### config.mk
export PLATFORM = sky130hd
export DESIGN_NAME = gbi_fifo
export DESIGN_NICKNAME = d
export VERILOG_FILES = /design/src/design/gbi_fifo.sv
export SDC_FILE = /design/constraint.sdc
export NUM_CORES = 1
export LEC_CHECK = 0
export ABC_AREA = 1
export BUFFER_PORTS_ARGS = -buffer_cell sky130_fd_sc_hd__buf_2
export CORE_MARGIN = 3
export CORE_UTILIZATION = 55
export CTS_CLUSTER_DIAMETER = 60
export DETAILED_ROUTE_END_ITERATION = 6
export PLACE_DENSITY = 0.87
export SETUP_SLACK_MARGIN = 0.15
export SLEW_MARGIN = 20
export SYNTH_ARGS = -nofsm -noshare
export SYNTH_HDL_FRONTEND = slang
export SYNTH_SLANG_ARGS = --single-unit
### constraint.sdc
create_clock -name clk -period 4.1 [get_ports clk]
set_input_delay 1.025 -clock clk [delete_from_list [all_inputs] [get_ports clk]]
set_output_delay 1.025 -clock clk [all_outputs]
set_load 0.02 [all_outputs]
### src/design/gbi_fifo.sv
// ----------------------------------------------------------------------------
// gbi_fifo
// Small show-ahead register queue.
// ----------------------------------------------------------------------------
module gbi_fifo #(
  parameter int WIDTH = 16,
  parameter int DEPTH = 2
) (
  input  logic             clk,
  input  logic             rst,
  input  logic             push,
  input  logic [WIDTH-1:0] push_data,
  output logic             full,
  input  logic             pop,
  output logic             empty,
  output logic [WIDTH-1:0] head
);

  localparam int PW = $clog2(DEPTH);
  localparam int CW = $clog2(DEPTH + 1);

  logic [WIDTH-1:0] entries [DEPTH];
  logic [PW-1:0]    rd_ptr;
  logic [PW-1:0]    wr_ptr;
  logic [CW-1:0]    count;
  logic             do_push;
  logic             do_pop;

  assign full    = (count == CW'(DEPTH));
  assign empty   = (count == '0);
  assign head    = entries[rd_ptr];
  assign do_push = push && !full;
  assign do_pop  = pop && !empty;

  always_ff @(posedge clk) begin
    if (rst) begin
      rd_ptr <= '0;
      wr_ptr <= '0;
      count  <= '0;
    end else begin
      if (do_push) begin
        wr_ptr <= (wr_ptr == PW'(DEPTH - 1)) ? '0 : wr_ptr + 1'b1;
      end
      if (do_pop) begin
        rd_ptr <= (rd_ptr == PW'(DEPTH - 1)) ? '0 : rd_ptr + 1'b1;
      end
      if (do_push && !do_pop) begin
        count <= count + 1'b1;
      end else if (do_pop && !do_push) begin
        count <= count - 1'b1;
      end
    end
  end

  always_ff @(posedge clk) begin
    if (do_push) begin
      entries[wr_ptr] <= push_data;
    end
  end

endmodule

Yosys cells after proc, flatten, opt, wreduce, memory -nomap -nowiden
Memories as Yosys holds them, arrays and structs flattened. A register that Yosys moved wholly into a read port is not among the register bits.
Cells that the tools add are included.

storage, ports and cells
  bits in writable memories = 32
  word-level logic and storage cells = 27
  input bits = 20
  flip-flop bits (word level) = 4
  memories kept = 1

memories
  memory   depth  bits a word  read ports  clocked after Yosys merged registers in  wr ports  line  text
  entries  2      16           1           1                                        1         22    logic [WIDTH-1:0] entries [DEPTH];

operators by class
  $add $sub $neg = 4
  multiplexer cells = 8
  reductions and logical operators = 10
  equality and inequality tests = 1

operators by type and width
  cell                                                                 number
  1-bit 2-to-1 mux                                                     6
  1-bit logical AND                                                    4
  1-bit logical NOT                                                    4
  2-bit 2-to-1 mux                                                     2
  1-bit adder (second input constant)                                  2
  2-bit by 1-bit adder with 2-bit output (second input constant)       1
  2-bit equality test (second input constant)                          1
  2-bit logical NOT                                                    1
  2-bit nonzero test                                                   1
  2-bit by 1-bit subtractor with 2-bit output (second input constant)  1

Logic depth before layout (Yosys ltp)
Gate-level depths: netlist of run 1.

  depth after elaboration = 7
  gate-level depth with buffers = 10
  mapped depth without buffers = 10

Worst setup path after synthesis of run 1
No wires, ideal clock.

  kind = input to register
  start point = input port push
  end point = memory entries[1][0], enable pin
  data required time = 3,712 ps
  arrival time = 1,799 ps
  setup slack = 1,912 ps
  library setup time = 388 ps
  cell stages on the path = 2
  path through = o21ai_2 -> nor2_1

between the ends
  cells in the longest elaborated chain, start to end = 3

ends and longest elaborated chain
  what                                    line  text
  start: declaration                      11    input logic push,
  1-bit logical AND                       32    assign do_push = push && !full;
  1-bit 2-to-1 mux                        56    if (do_push) begin
  1-bit 2-to-1 mux (implied by the code)  57    entries[wr_ptr] <= push_data;
  end: declaration                        22

No other way between the ends.

==> results of run 1 <==
==> state kept, by name, indices dropped and copies added (netlist names), named ones only <==
register  cells
count         2
entries      32
wr_ptr        1
rd_ptr        1
==> power groups by stage <==
stage,combinational (uW),sequential (uW),clock [uW]
after floorplan,264,508,0
after global placement,312,529,0
after detailed placement,323,534,0
after CTS,324,526,239
after global routing,345,533,266
final,318,524,232
==> layer usage <==
layer | wire (um) | GRT usage | vias to the layer above
met5 | 0 | 0 | -
met4 | 29 | 0.0596 | 0
met3 | 194 | 0.0769 | 4
met2 | 1160 | 0.240 | 31
met1 | 720 | 0.143 | 380
li1 | - | - | 400
==> final timing paths <==
check,slack (ps),depth (start not counted),end,start
setup reg to reg,2450,3,entries[0][6],count[0]
setup / recovery,1290,2,head[4],flop
hold / removal,520,2,wr_ptr,wr_ptr
hold reg to reg,520,2,wr_ptr,wr_ptr
==> area by class of cell <==
type,count,area (um2),area share
Sequential cell,37,1060,0.608
Multi-Input combinational cell,39,337,0.193
Timing Repair Buffer,39,200,0.115
Clock buffer,6,41.3,0.0237
Tap cell,30,37.5,0.0215
Clock inverter,2,33.8,0.0194
Inverter,9,33.8,0.0194
==> stage by stage <==
step	util	cell area [um2]	hold slack (ps)
5_1_grt	0.698	1740	558
6_report	0.698	1740	517
4_1_cts	0.698	1740	518
3_3_place_gp	0.668	1670	491
3_5_place_dp	0.668	1670	503
2_1_floorplan	-	1460	474
==> Yosys cell counts, drive strengths merged <==
| master | number | area share |
|---|---|---|
| o21ai | 5 | 0.022 |
| inv | 9 | 0.023 |
| nand2 | 4 | 0.012 |
| mux2 | 16 | 0.15 |
| dfxtp | 5 | 0.069 |
| a21oi | 1 | 0.0034 |
| ha | 1 | 0.0086 |
| edfxtp | 32 | 0.66 |
| nand4 | 1 | 0.0043 |
| nand3 | 1 | 0.0034 |
| buf | 2 | 0.018 |
| and2 | 1 | 0.0043 |
| nor2 | 9 | 0.023 |
==> cells by family (layout without fill, tap and decap cells) <==
kind of cell,Yosys count,in the layout,synth area share
flip-flops,37,37,0.728
buffers and inverters,11,56,0.0412
AO/OA/AOI/OAI,6,6,0.0257
AND/OR/NAND/NOR,16,16,0.0472
adder cells (fa/ha/maj),1,1,0.00858
multiplexers,16,16,0.149
==> worst max-delay path: stages (launching register included) <==
cell     delay, ps
dfxtp_1        880
mux2_2         420
buf_2          160
==> impl_metrics.toml, run 1 <==
[timing]
maxSlewViolCount = 0
hold_viol = 0
setup_ws_ps = 1290
worst_pin_slew_ps = 830
tns_ps = 0
fin_crit_sh = 0.686
rsz0062_at_grt = "no"
setup_violations = 0
skew_ps = 12.6
layout_min_cycle_time_ps = 2810
slew_headroom = 0.446
max_freq_mhz = 356

[layout]
n_fill_cell = 189
num_antenna_cells = 0
drive_gt1_frac = 0.508
syn_to_final_growth_pct = 19.7
final_common_cell = "buf_2"
layout_common_cells = "buf_2 (37), edfxtp_1 (32), mux2_4 (10), nor2_1 (9)"
fin_cells = 162
final_nets = 152

[logic_synthesis]
ys_seq_elements = 37
postSynthNetCount = 108
post_synth_inst_count = 87
ys_types = 19
syn_area_mm2 = 0.00146
syn_avg_cell_area_um2 = 16.8
ys_seq_area_frac = 0.728
yosysWarnings = 0

[place]
hpwl_um = 1590
gp_congestion = 0.733
preCtsSetupSlack_ps = 1620
io_buffers = 37
dp.cells = 154

[power_and_ir_drop]
seq_power_share = 0.487
max-vdd-ir-drop_mv = 0.502
internal-power_uw = 747
p_leak_uw = 0.000715
switchingPower_uw = 328
switching_share = 0.305
p_comb_frac = 0.296
cellPowerDensity_mw_per_mm2 = 616
total_power_uw = 1070
clock_power_share = 0.216

[grt]
grt_pass1_wl_um = 3350
grt-ovfl-total = 0
grt_start_max_net_pins = 17
track_usage = 0.141
antenna_found_initial = 0
grt_pass1_vias = 799

[route]
vias = 815
drc = 0
finalWirelength_um = 2100
vias_per_cell = 5.03
ant_nets = 0
drt_iter0_markers = 12
avgRoutedWirePerCell_um = 13.0
drt_pass1_iterations = 4

[critical_path]
crit_type = "flop to output port"
critPathMaxFanout = 16
critPathArrivalTime_ps = 1790
startpoint_type = "flop"
cp-end-kind = "output port"
cp.required_ps = 3070

[cts]
cts-resized-gates = 0
hold_buffers = 0
cts_setup_buffers = 0
clock_sinks = 37
worstSkewPairLatency_ps = 330
root_buffer = "clkbuf_4"
cts-buffers-inserted = 5
path_clk_slew_ps = 100
clockBufferDepth = 2
cts_tree = "built"
htreeDepth = 2

[floorplan]
ioPinCount = 38
die_y_um = 57.5
die-area_mm2 = 0.00330
coreArea_mm2 = 0.00250
start_util = 0.583
rows = 18
die_w_um = 57.5

[flow_run]
cap_violations = 0

[hold_path]
min_path_type = "flop to flop"

[status]
status = "finished clean"
Note: power is estimated with default switching activity, not from simulation.
==> run 2, diff against run 1 <==
--- a/config.mk
+++ b/config.mk
@@ -8,10 +8,10 @@
 export ABC_AREA = 1
 export BUFFER_PORTS_ARGS = -buffer_cell sky130_fd_sc_hd__buf_2
 export CORE_MARGIN = 3
-export CORE_UTILIZATION = 55
+export CORE_UTILIZATION = 46
 export CTS_CLUSTER_DIAMETER = 60
 export DETAILED_ROUTE_END_ITERATION = 6
-export PLACE_DENSITY = 0.87
+export PLACE_DENSITY = 0.78
 export SETUP_SLACK_MARGIN = 0.15
 export SLEW_MARGIN = 20
 export SYNTH_ARGS = -nofsm -noshare
==> constraint.sdc (replaced) <==
create_clock -name clk -period 2.4 [get_ports clk]
set_input_delay 0.6 -clock clk [delete_from_list [all_inputs] [get_ports clk]]
set_output_delay 0.6 -clock clk [all_outputs]
set_load 0.02 [all_outputs]
==> run 2 against run 1 <==
- wire length up 15%
- register-to-register slack worse by 1500 ps
- flip-flop and latch count stayed put
- sequential power increased by 67%
- critical path type unchanged
==> impl_metrics.toml, run 2 (synthesis results as in run 1) <==
[status]
status = "finished clean"

[critical_path]
r2r_start = "count[1]"
cp.required_ps = 1800
cp_slowest_cell = "dfxtp_2"
critPathArrivalTime_ps = 1490
critical_path.top_delay_family = "buffers and inverters"
crit_type = "flop to output port"
cp_cell_sequence = "buf_4 -> mux2_4 -> buf_2"
critPathMaxFanout = 10
cp-end-kind = "output port"
crit_buf_inv = 2
startpoint_type = "flop"
cpPeakStageDelay_ps = 420

[cts]
path_clk_slew_ps = 100
cts_setup_buffers = 0
cts_tree = "built"
cts-buffers-inserted = 5
hold_buffers = 0
worstSkewPairLatency_ps = 340
htreeDepth = 2
clock_sinks = 37
clockBufferDepth = 2
cts-resized-gates = 0
root_buffer = "clkbuf_4"

[layout]
seqCellArea_mm2 = 0.00106
final_common_cell = "buf_2"
regMostFlops = "entries"
syn_to_final_growth_pct = 20.7
multi_input_area_um2 = 337
layout_common_cells = "buf_2 (37), edfxtp_1 (32), mux2_4 (10), nor2_1 (9)"
final_nets = 155
largestRegisters = "entries x32, count x2"
largest_reg_flops = 32
num_antenna_cells = 0
drive_gt1_frac = 0.533
n_fill_cell = 223

[route]
vias_per_cell = 4.80
ant_nets = 0
finalWirelength_um = 2410
vias = 850
drt_pass1_iterations = 4
drt_iter0_markers = 20
avgRoutedWirePerCell_um = 13.6
drc = 0

[timing]
rsz0062_at_grt = "no"
worst_pin_slew_ps = 251
setup_violations = 0
hold_viol = 0
slew_headroom = 0.831
setup_ws_ps = 313
maxSlewViolCount = 0
layout_min_cycle_time_ps = 2090
fin_crit_sh = 0.870
skew_ps = 5.33
tns_ps = 0
max_freq_mhz = 479

[floorplan]
die-area_mm2 = 0.00388
start_util = 0.507
die_w_um = 62.3
rows = 19
die_y_um = 62.3
coreArea_mm2 = 0.00288
ioPinCount = 38

[place]
gp_congestion = 0.649
hpwl_um = 1870
io_buffers = 37
preCtsSetupSlack_ps = 554

[grt]
grt-ovfl-total = 0
grt_pass1_wl_um = 3900
grt_pass1_vias = 874
track_usage = 0.136
grt_start_max_net_pins = 12
antenna_found_initial = 0

[hold_path]
min_from = "push_data[3]"
min_path_type = "input port to flop"

[power_and_ir_drop]
max-vdd-ir-drop_mv = 0.629
p_leak_uw = 0.000723
cellPowerDensity_mw_per_mm2 = 1010

[flow_run]
cap_violations = 0
==> run 2: cell types whose count changed in the layout (fill, tap and decap cells not counted) <==
cell	previous run	this run
dfxtp_2	0	1
bufinv_16	1	0
clkinv_2	0	2
dfxtp_1	5	4
buf_4	2	5
clkinv_1	1	0
==> run 2: final cells by class <==
cell class | count | area share
multi-input cells | 39 | 0.191
repair buffers | 42 | 0.127
well taps | 42 | 0.0299
clock inverters | 2 | 0.00569
clock buffers | 6 | 0.0235
inverters | 9 | 0.0192
flip-flops and latches | 37 | 0.604
==> run 2: final timing paths <==
| kind | to | slack, ps | cells past startpoint |
|---|---|---|---|
| max reg2reg | count[1] | 910 | 9 |
| min reg2reg | wr_ptr | 550 | 2 |
| max | head[12] | 310 | 3 |
| min | entries[1][3] | 450 | 1 |
==> run 2: through the flow <==
step | hold slack (ps) | cell area, um2 | utilization | instances | total power (uW)
6_report | 449 | 1760 | 0.612 | 177 | 1770
5_1_grt | 413 | 1760 | 0.612 | 177 | 1880
4_1_cts | 428 | 1760 | 0.611 | 177 | 1800
3_5_place_dp | 542 | 1710 | 0.593 | 169 | 1500
3_3_place_gp | 491 | 1710 | 0.593 | 169 | 1460
2_1_floorplan | 474 | 1460 | - | 87 | 1320
==> run 2: worst register-to-register path, stage by stage, from the launching register on <==
cell	delay [ps]
dfxtp_1	430
inv_2	70
o21ai_2	200
inv_2	60
ha_1	320
inv_1	80
nand3_1	90
nand2_1	60
inv_1	40
nor2_1	80
==> run 2: report_power, final <==
part	internal (uW)	switching, uW	leakage, uW
combinational	256	343	0.000351
clock	111	188	0.0000320
sequential	817	56.3	0.000340
total	1180	587	0.000723
==> run 2: metal layers <==
metal | vias up | GRT usage | share of wire
met5 | - | 0 | 0
met4 | 0 | 0.0661 | 0.023
met3 | 8 | 0.0649 | 0.071
met2 | 29 | 0.241 | 0.55
met1 | 404 | 0.133 | 0.36
li1 | 409 | - | -
