**src/design/gbi_pkg.sv**
```systemverilog
// ----------------------------------------------------------------------------
// gbi_pkg
// Shared constants and types of the bicubic grid interpolator.
// ----------------------------------------------------------------------------
package gbi_pkg;

  localparam int MAX_CELLS_X_DEF = 128;
  localparam int MAX_CELLS_Y_DEF = 128;
  localparam int FRAC_BITS_DEF   = 8;

  localparam int CELL_W    = 16;   // Q0.16 cell value
  localparam int CFG_W     = 8;    // size register width
  localparam int QUERY_W   = 17;   // signed coordinate
  localparam int POS_W     = 18;   // signed neighbor index, one bit over QUERY_W
  localparam int WEIGHT_W  = 18;   // signed Q.16 kernel weight
  localparam int PROD_W    = 2 * WEIGHT_W;
  localparam int ACC_W     = 54;   // Q.48 sum of sixteen products
  localparam int CMD_DEPTH = 2;
  localparam int RES_DEPTH = 2;

  localparam int APB_AW = 3;
  localparam int APB_DW = 32;

  localparam logic [CFG_W-1:0] CELLS_RESET = 8'd128;

  localparam logic REG_CELLS_X = 1'b0;
  localparam logic REG_CELLS_Y = 1'b1;

  localparam logic FUNC_WRITE = 1'b0;
  localparam logic FUNC_QUERY = 1'b1;

  typedef logic [3:0][WEIGHT_W-1:0] weight_set_t;

  typedef struct packed {
    logic        valid;
    logic        tag;     // 0: x axis, 1: y axis
    weight_set_t w;
  } wres_t;

  // command word: query flag, write data, 4 column and 4 row indices, 8 weights
  function automatic int cmd_width(input int xw, input int yw);
    return 1 + CELL_W + 4 * xw + 4 * yw + 8 * WEIGHT_W;
  endfunction

endpackage

```
**src/design/gbi_weight.sv**
```systemverilog
// ----------------------------------------------------------------------------
// gbi_weight
// Three-stage cubic-convolution weight unit (a = -1) for one axis fraction.
// ----------------------------------------------------------------------------
module gbi_weight #(
  parameter int FRAC_BITS = gbi_pkg::FRAC_BITS_DEF
) (
  input  logic                 clk,
  input  logic                 rst,
  input  logic                 in_valid,
  input  logic                 in_tag,
  input  logic [FRAC_BITS-1:0] in_t,
  output gbi_pkg::wres_t       res
);

  localparam int F    = FRAC_BITS;
  localparam int SQ_W = 2 * F + 2;
  localparam int CU_W = 3 * F + 3;
  localparam int EW   = (3 * F + 4 > 20) ? 3 * F + 4 : 20;
  localparam int SH   = 3 * F - 16;
  localparam int RSH  = (SH > 0) ? SH : 0;
  localparam int LSH  = (SH > 0) ? 0 : -SH;
  localparam int RND_POS = (RSH > 0) ? RSH - 1 : 0;
  localparam logic signed [EW-1:0] RND = (RSH > 0) ? (EW'(1) << RND_POS) : '0;
  localparam logic signed [EW-1:0] ONE = EW'(1) << (3 * F);

  // stage 1: squares
  logic            v1, tag1;
  logic [F-1:0]    t1;
  logic [F:0]      u1;
  logic [SQ_W-1:0] t2, u2;
  // stage 2: cubes and cross terms
  logic            v2, tag2;
  logic [SQ_W-1:0] t2d, u2d;
  logic [CU_W-1:0] t3, u3, tu2, ut2;

  logic [F:0]             u_in;
  logic signed [EW-1:0]   e0, e1, e2, e3;
  gbi_pkg::weight_set_t   w_next;

  function automatic logic [gbi_pkg::WEIGHT_W-1:0] WEIGHT_SLICE(
      input logic signed [EW-1:0] e);
    logic signed [EW-1:0] q;
    q = (e >>> RSH) <<< LSH;
    return q[gbi_pkg::WEIGHT_W-1:0];
  endfunction

  assign u_in = {1'b1, {F{1'b0}}} - {1'b0, in_t};

  always_ff @(posedge clk) begin
    if (rst) begin
      v1        <= 1'b0;
      v2        <= 1'b0;
      res.valid <= 1'b0;
    end else begin
      v1        <= in_valid;
      v2        <= v1;
      res.valid <= v2;
    end
    res.tag <= tag2;
    res.w   <= w_next;
  end

  always_ff @(posedge clk) begin
    tag1    <= in_tag;
    t1      <= in_t;
    u1      <= u_in;
    t2      <= SQ_W'(in_t) * SQ_W'(in_t);
    u2      <= SQ_W'(u_in) * SQ_W'(u_in);
    tag2    <= tag1;
    t2d     <= t2;
    u2d     <= u2;
    t3      <= CU_W'(t2) * CU_W'(t1);
    u3      <= CU_W'(u2) * CU_W'(u1);
    tu2     <= CU_W'(u2) * CU_W'(t1);
    ut2     <= CU_W'(t2) * CU_W'(u1);
  end

  // weights scaled by S^3, rounding bias folded in, then aligned to Q.16
  always_comb begin
    e0 = RND - EW'(tu2);
    e1 = EW'(t3) - (EW'(t2d) << (F + 1)) + ONE + RND;
    e2 = EW'(u3) - (EW'(u2d) << (F + 1)) + ONE + RND;
    e3 = RND - EW'(ut2);
    w_next[0] = WEIGHT_SLICE(e0);
    w_next[1] = WEIGHT_SLICE(e1);
    w_next[2] = WEIGHT_SLICE(e2);
    w_next[3] = WEIGHT_SLICE(e3);
  end

endmodule

```
**src/design/gbi_front.sv**
```systemverilog
// ----------------------------------------------------------------------------
// gbi_front
// Takes items, forwards cell writes, turns queries into clamped neighbor
// indices and kernel weights, and queues the resulting commands.
// ----------------------------------------------------------------------------
module gbi_front #(
  parameter int MAX_CELLS_X = gbi_pkg::MAX_CELLS_X_DEF,
  parameter int MAX_CELLS_Y = gbi_pkg::MAX_CELLS_Y_DEF,
  parameter int FRAC_BITS   = gbi_pkg::FRAC_BITS_DEF,
  localparam int XW    = $clog2(MAX_CELLS_X),
  localparam int YW    = $clog2(MAX_CELLS_Y),
  localparam int CMD_W = gbi_pkg::cmd_width(XW, YW)
) (
  input  logic                                clk,
  input  logic                                rst,
  input  logic                                push,
  output logic                                full,
  input  logic                                func,
  input  logic [6:0]                          write_x,
  input  logic [6:0]                          write_y,
  input  logic [gbi_pkg::CELL_W-1:0]          write_value,
  input  logic signed [gbi_pkg::QUERY_W-1:0]  query_x,
  input  logic signed [gbi_pkg::QUERY_W-1:0]  query_y,
  input  logic [gbi_pkg::CFG_W-1:0]           cells_x,
  input  logic [gbi_pkg::CFG_W-1:0]           cells_y,
  input  logic                                clearing,
  output logic                                cmd_push,
  output logic [CMD_W-1:0]                    cmd_data,
  input  logic                                cmd_full
);

  localparam int PW = gbi_pkg::POS_W;

  localparam logic [1:0] ST_IDLE    = 2'd0;
  localparam logic [1:0] ST_ISSUE_Y = 2'd1;
  localparam logic [1:0] ST_WAIT    = 2'd2;
  localparam logic [1:0] ST_PUSH    = 2'd3;

  logic [1:0]              state, state_next;
  logic signed [PW-1:0]    fx, fy;
  logic [FRAC_BITS-1:0]    t_y;
  gbi_pkg::weight_set_t    wx, wy;
  gbi_pkg::wres_t          wres;

  logic                    accept;
  logic                    is_query;
  logic                    write_ok;
  logic                    w_in_valid;
  logic                    w_in_tag;
  logic [FRAC_BITS-1:0]    w_in_t;
  logic [PW-1:0]           nx, ny;
  logic [3:0][XW-1:0]      q_ix, c_ix;
  logic [3:0][YW-1:0]      q_iy, c_iy;

  function automatic logic [PW-1:0] eff_size(input logic [gbi_pkg::CFG_W-1:0] r,
                                             input int maxv);
    if (r == '0) begin
      return PW'(1);
    end else if (PW'(r) > PW'(maxv)) begin
      return PW'(maxv);
    end
    return PW'(r);
  endfunction

  function automatic logic [PW-1:0] clamp_pos(input logic signed [PW-1:0] p,
                                              input logic [PW-1:0] n);
    if (p < 0) begin
      return '0;
    end else if ($unsigned(p) >= n) begin
      return n - PW'(1);
    end
    return $unsigned(p);
  endfunction

  assign full     = clearing || (state != ST_IDLE) || cmd_full;
  assign accept   = push && !full;
  assign is_query = (func == gbi_pkg::FUNC_QUERY);
  assign write_ok = (32'(write_x) < MAX_CELLS_X) && (32'(write_y) < MAX_CELLS_Y);

  // x fraction goes in on the accept cycle, y fraction on the next
  assign w_in_valid = (accept && is_query) || (state == ST_ISSUE_Y);
  assign w_in_tag   = (state == ST_ISSUE_Y);
  assign w_in_t     = (state == ST_ISSUE_Y) ? t_y : query_x[FRAC_BITS-1:0];

  gbi_weight #(
    .FRAC_BITS (FRAC_BITS)
  ) u_weight (
    .clk      (clk),
    .rst      (rst),
    .in_valid (w_in_valid),
    .in_tag   (w_in_tag),
    .in_t     (w_in_t),
    .res      (wres)
  );

  always_comb begin
    state_next = state;
    unique case (state)
      ST_IDLE: begin
        if (accept && is_query) begin
          state_next = ST_ISSUE_Y;
        end
      end
      ST_ISSUE_Y: begin
        state_next = ST_WAIT;
      end
      ST_WAIT: begin
        if (wres.valid && wres.tag) begin
          state_next = ST_PUSH;
        end
      end
      ST_PUSH: begin
        if (!cmd_full) begin
          state_next = ST_IDLE;
        end
      end
      default: begin
        state_next = ST_IDLE;
      end
    endcase
  end

  always_ff @(posedge clk) begin
    if (rst) begin
      state <= ST_IDLE;
    end else begin
      state <= state_next;
    end
  end

  always_ff @(posedge clk) begin
    if (accept && is_query) begin
      fx  <= PW'(query_x >>> FRAC_BITS);
      fy  <= PW'(query_y >>> FRAC_BITS);
      t_y <= query_y[FRAC_BITS-1:0];
    end
    if (wres.valid && !wres.tag) begin
      wx <= wres.w;
    end
    if (wres.valid && wres.tag) begin
      wy <= wres.w;
    end
  end

  // neighbors floor-1 .. floor+2, clamped into the configured size
  always_comb begin
    nx = eff_size(cells_x, MAX_CELLS_X);
    ny = eff_size(cells_y, MAX_CELLS_Y);
    for (int i = 0; i < 4; i++) begin
      q_ix[i] = XW'(clamp_pos(fx + PW'(i - 1), nx));
      q_iy[i] = YW'(clamp_pos(fy + PW'(i - 1), ny));
    end
    c_ix    = '0;
    c_iy    = '0;
    c_ix[0] = XW'(write_x);
    c_iy[0] = YW'(write_y);
  end

  always_comb begin
    if (state == ST_PUSH) begin
      cmd_push = !cmd_full;
      cmd_data = {gbi_pkg::FUNC_QUERY, {gbi_pkg::CELL_W{1'b0}}, q_ix, q_iy, wx, wy};
    end else begin
      // out-of-store writes are taken and dropped
      cmd_push = accept && !is_query && write_ok;
      cmd_data = {gbi_pkg::FUNC_WRITE, write_value, c_ix, c_iy, wx, wy};
    end
  end

endmodule

```
**config.mk**
```make
export PLATFORM = sky130hd
export DESIGN_NAME = gbi_front
export DESIGN_NICKNAME = d
export VERILOG_FILES = /design/src/design/gbi_pkg.sv /design/src/design/gbi_weight.sv /design/src/design/gbi_front.sv
export SDC_FILE = /design/constraint.sdc
export NUM_CORES = 2
export LEC_CHECK = 0
export BUFFER_PORTS_ARGS = -buffer_cell sky130_fd_sc_hd__buf_4
export CAP_MARGIN = 30
export CORE_MARGIN = 2
export CORE_UTILIZATION = 35
export CTS_BUF_LIST = sky130_fd_sc_hd__clkbuf_4 sky130_fd_sc_hd__clkbuf_8 sky130_fd_sc_hd__clkbuf_16
export CTS_CLUSTER_DIAMETER = 50
export DETAILED_ROUTE_END_ITERATION = 7
export GPL_TIMING_DRIVEN = 0
export PLACE_DENSITY = 0.56
export SKIP_LAST_GASP = 1
export SYNTH_ARGS = -nofsm -noshare
export SYNTH_HDL_FRONTEND = slang
export SYNTH_HIERARCHICAL = 1
export SYNTH_SLANG_ARGS = --single-unit
```
**constraint.sdc**
```tcl
create_clock -name clk -period 17.55 [get_ports clk]
set_input_delay 1.755 -clock clk [delete_from_list [all_inputs] [get_ports clk]]
set_output_delay 1.755 -clock clk [all_outputs]
set_load 0.05 [all_outputs]
```
### Yosys cells after proc, flatten, opt, wreduce, memory -nomap -nowiden

Index checks and enable logic that the tools add are counted.

* flip-flop bits (word level): 437
* output and inout port bits: 219
* word-level logic and storage cells: 153

* $add $sub $neg: 17
* multipliers: 6
* order comparisons: 18
* equal/unequal tests: 6
* multiplexer cells: 57
* reductions and logical operators: 17

Operators by type and width (number)
* $mux W217: 1
* $mux W7: 24
* $ge A18 B18 Y1: 8
* $mux W18: 6
* $lt A10 B1 Y1 const B: 6
* $add A26 B25 Y26 const B: 2
* $add A26 B8 Y26 const B: 2
* $mul A18 B8 Y26: 1
* $mul A18 B9 Y26: 1
* $sub A26 B25 Y26: 1
* $sub A26 B26 Y26: 1
* $sub A8 B25 Y26 const A: 1
* $sub A8 B26 Y26 const A: 1
* $mul A16 B9 Y25: 1
* $mul A16 B8 Y24: 1
* $mux W1: 21
* $add A9 B1 Y10 const B: 2
* $add A9 B2 Y10 const B: 2
* $add A9 B3 Y10 const B: 2
* $lt A9 B1 Y1 const B: 2
* $mul A9 B9 Y18: 1
* $gt A8 B8 Y1 const B: 2
* $logic_not A8 Y1: 2
* $mul A8 B8 Y16: 1
* other kinds (14): 29

### Logic depth before layout (Yosys ltp)

* word-level depth: 9
* mapped depth: 29
* mapped depth without buffers: 27

### Hierarchy

Netlist, hierarchy kept.

Modules (own cells, without submodules)
* gbi_weight: instances 1, cells each 3128, area an instance 28720.0 µm², sequential area each 4904.7 µm²
* gbi_front: instances 1, cells each 749, area an instance 9165.0 µm², sequential area each 5144.9 µm²

### Worst setup path after synthesis

Ideal clock, no wire load.

* kind: input -> register
* from: input query_x[5] (netlist name)
* to: register u_weight.u2[14]
* setup time: 0.118 ns
* arrival: 7.063 ns
* required time: 17.432 ns
* path slack: 10.369 ns
* cell stages on the path: 22
* buffers on the path: 1
* cells stage by stage: mux2_2 -> clkbuf_1 -> nor4_1 -> nand2_1 -> xnor2_1 -> inv_1 -> and2_1 -> inv_1 -> fa_1 -> inv_1 -> fa_1 -> inv_1 -> fa_1 -> fa_1 -> inv_1 -> ha_1 -> o21a_1 -> o21a_1 -> o41a_1 -> a41o_1 -> or2_2 -> xor2_1

* word-level cells in the longest chain between the ends: 3

Ends and longest elaborated chain
* start, declared: RTL line gbi_front.sv:22 `input logic signed [gbi_pkg::QUERY_W-1:0] query_x,`
* $mux W8: RTL line gbi_front.sv:83 `assign w_in_t = (state == ST_ISSUE_Y) ? t_y : query_x[FRAC_BITS-1:0];`
* $sub A9 B8 Y9: RTL line gbi_weight.sv:48 `assign u_in = {1'b1, {F{1'b0}}} - {1'b0, in_t};`
* net u_weight.u_in[6]: RTL line gbi_weight.sv:37 `logic [F:0] u_in;`
* $mul A9 B9 Y18: RTL line gbi_weight.sv:69 `u2 <= SQ_W'(u_in) * SQ_W'(u_in);`
* end signal, assigned: RTL line gbi_weight.sv:69
* end, declared: RTL line gbi_weight.sv:31 `logic [SQ_W-1:0] t2, u2;`

The timed path passes the listed nets, and every way through them passes these cells.
A chain may end at the register's enable or synchronous reset.

### Final worst setup path

* from: input query_x[0] (netlist name)
* to: register u_weight.u2[14]

* word-level cells in the longest chain between the ends: 3

Ends and longest elaborated chain
* $mux W8: RTL line gbi_front.sv:83
* net w_in_t[0]: RTL line gbi_front.sv:50 `logic [FRAC_BITS-1:0] w_in_t;`
* $sub A9 B8 Y9: RTL line gbi_weight.sv:48
* net u_weight.u_in[6]: RTL line gbi_weight.sv:37
* $mul A9 B9 Y18: RTL line gbi_weight.sv:69

The timed path passes the listed nets, and every way through them passes these cells.

==> impl_results.md <==
- Area of the mapped netlist: 37900 um2
- Transition time at the pin with the least slew margin: 944 ps
- Post-synth top area share: 22.8%
- Fmax: 130 MHz
- DIE AREA: 111000 um2
- Drt wl/cell: 17.0 um
- Minimum clock period: 7680 ps
- Worst Path Max Fanout: 9
- Netlist cell types: 80
- WP data arrival: 8210 ps
- Fill count: 10600
- Synthesized flop and latch total: 417
- Final GP Congestion: 0.891
- Area growth syn-to-layout: 17.0%
- Total wire length: 97.4 mm
- DP Wirelength: 79.2 mm
- Synth top cells by count: 667 x inv_1, 432 x fa_1, 395 x ha_1
- Gr usage total: 17.7%
- Number of vias per cell: 4.79
- Die X: 333 um
- Required @ worst endpoint: 18080 ps
- Worst Path Buf+Inv: 8
- Sequence of cells on the critical path: buf_4 -> mux2_2 -> clkbuf_1 -> inv_1 -> ha_1 -> nand2_1 -> xnor2_1 -> inv_1 -> and2_1 -> inv_1 -> fa_1 -> inv_1 -> fa_1 -> inv_1 -> fa_1 -> fa_1 -> inv_1 -> ha_1 -> o21a_1 -> o21a_1 -> o41a_1 -> a41o_1 -> or2_2 -> xor2_1
- Worst Skew: 73.6 ps
- Post-Synthesis Cells: 3877
- Post-synth EDFFs: 170
- Tcrit/Tclk final: 43.8%
- Crit start category: input port
- Min-Delay Path Class: register to register
- Inserted Clock Buffers: 60
- Final setup viols: 0
- Asr flop ratio synth: 0%
- IO Port Bufs: 304
- CTS root buf: clkbuf_16
- Max-cap viol count: 0
- Insertion delay to the later sink of the worst-skew pair: 680 ps
- Cell accounting for the most synthesized area: fa_1
- # rows: 120
- Share of post-route cells with drive strength above 1: 11.2%
- Part of the Yosys area used for sequential elements: 26.5%
- H-tree Lvls: 2
- Drt initial violations: 1400
- Vias in the first global route: 28200
- Vias: 27400
- DRT antenna net count: 0
- Initial antenna violation count: 4
- Worst Setup End Kind: register
- Top-count cell post-synth: inv_1
- Setup bufs post-CTS: 0
- Top FF cell, synth: dfxtp_1
- CORE AREA: 107000 um2
- First-pass GRT wire length: 155 mm
- Top cells by area, synth: fa_1 23%, edfxtp_1 13%, dfxtp_1 13%, ha_1 13%, inv_1 6.6%
- CP dominant cell by count: inv_1
- TritonCTS clock tree: yes
- CP delay by family, top: adder cells
- Path type of the worst setup path: input port to register
- Post-CTS resize count: 0
- Status: finished clean
- Relative slew slack: 36.6%
- Ys Warns: 6
- GRT Residual Overflow: 0
- Pins over their slew limit: 0
- First-pass DRT Iterations: 7
- Final net count: 5181
- Maximum root-to-sink buffer count: 3
- RSZ-0062 raised after global routing: false
- Drt drc: 0
- Hold Buf Count CTS: 0
- Largest net degree at the start of global routing: 38
- Worst-path clk slew: 50 ps
- Slowest cell on the critical path: xnor2_1
- Starting density of the core: 35.3%
- Post-route setup TNS: 0 ps
- IO Count: 305
- CP max stage delay: 590 ps
- Num Clock Sinks: 417
- Final Hold Vio Count: 0
- Die Y: 333 um
- Syn avg cell area: 9.77 um2
-- registers in the layout, summed over array words and instances (netlist names), 2 cells and up --
name          count
fx                9
fy                9
state             2
t_y               8
u_weight/res     74
u_weight/t1       7
u_weight/t2      14
u_weight/t2d     14
u_weight/t3      21
u_weight/tu2     25
u_weight/u1       8
u_weight/u2      16
u_weight/u2d     14
u_weight/u3      23
u_weight/ut2     25
wx               72
wy               72
-- final timing paths --
kind              cells after the start  slack, ps     startpoint               to
setup / recovery                     24       9870     query_x[0]  u_weight/u2[14]
hold / removal                        0        320  u_weight/tag1    u_weight/tag2
setup reg to reg                     26       9870       state[1]  u_weight/u2[14]
hold reg to reg                       0        320  u_weight/tag1    u_weight/tag2
-- cells by family after synthesis --
group	count (synthesis)	share of synthesized area (%)
AOI/OAI and AO/OA	469	8.12
buffers and inverters	794	7.96
DFF	417	26.5
and+or+nand+nor	1081	14.6
muxes	56	1.53
adders and majority gates	832	36.0
xor gates and xnor gates	226	5.22
other	2	0.0198
-- through the flow --
stage | hold WS [ps] | std cells | util (%) | area [um2] | setup slack, ps
2_1_floorplan | 310 | 3895 | - | 38000 | 10370
3_3_place_gp | 311 | 5602 | 39.2 | 42000 | 9260
3_5_place_dp | 312 | 5609 | 39.3 | 42100 | 9230
4_1_cts | 323 | 5723 | 41.3 | 44300 | 9810
5_1_grt | 328 | 5723 | 41.3 | 44300 | 9360
6_report | 322 | 5724 | 41.3 | 44300 | 9870
-- worst reg2reg max path: cells and delay by family, from the launching register on --
family	cells	cell delay [ps]
flops	1	330
mux	1	510
fa+ha+maj	7	2540
buf+inv	9	1840
xor+xnor	2	730
compound gates	4	950
simple gates	3	710
-- routing by layer --
metal / GRT usage, % / wire (um)
met1: 23.3 / 43400
met2: 30.6 / 47600
met3: 2.17 / 4190
met4: 4.71 / 2230
met5: 0 / 0
-- final cells by class --
cell class	instances	area (um2)	area share [%]
Antenna cell	1	2.50	0.00565
Clock buffer	72	1690	3.81
Multi-Input combinational cell	2684	24900	56.2
Timing Repair Buffer	311	2400	5.41
Tap cell	1403	1760	3.96
Sequential cell	417	10000	22.7
Clock inverter	42	514	1.16
Inverter	669	2510	5.67
Buffer	125	504	1.14
-- placed cells by master (no fill, tap or decap), types with 44 or more instances in the layout --
| cell type | instances |
|---|---|
| ha_1 | 395 |
| mux2i_1 | 45 |
| fa_1 | 432 |
| and2_1 | 322 |
| o21ai_0 | 100 |
| buf_4 | 306 |
| xor2_1 | 70 |
| clkbuf_16 | 64 |
| xnor2_1 | 156 |
| nor2_1 | 129 |
| nor2b_1 | 51 |
| edfxtp_1 | 170 |
| nand2_1 | 359 |
| a21o_1 | 64 |
| nand3_1 | 44 |
| dfxtp_1 | 247 |
| inv_1 | 666 |
| a21oi_1 | 131 |
| nand2b_1 | 44 |
| clkbuf_1 | 108 |
Power is left out: the tool's default activity adds up to more than one toggle a clock period on the data nets, which glitch-free logic cannot reach.
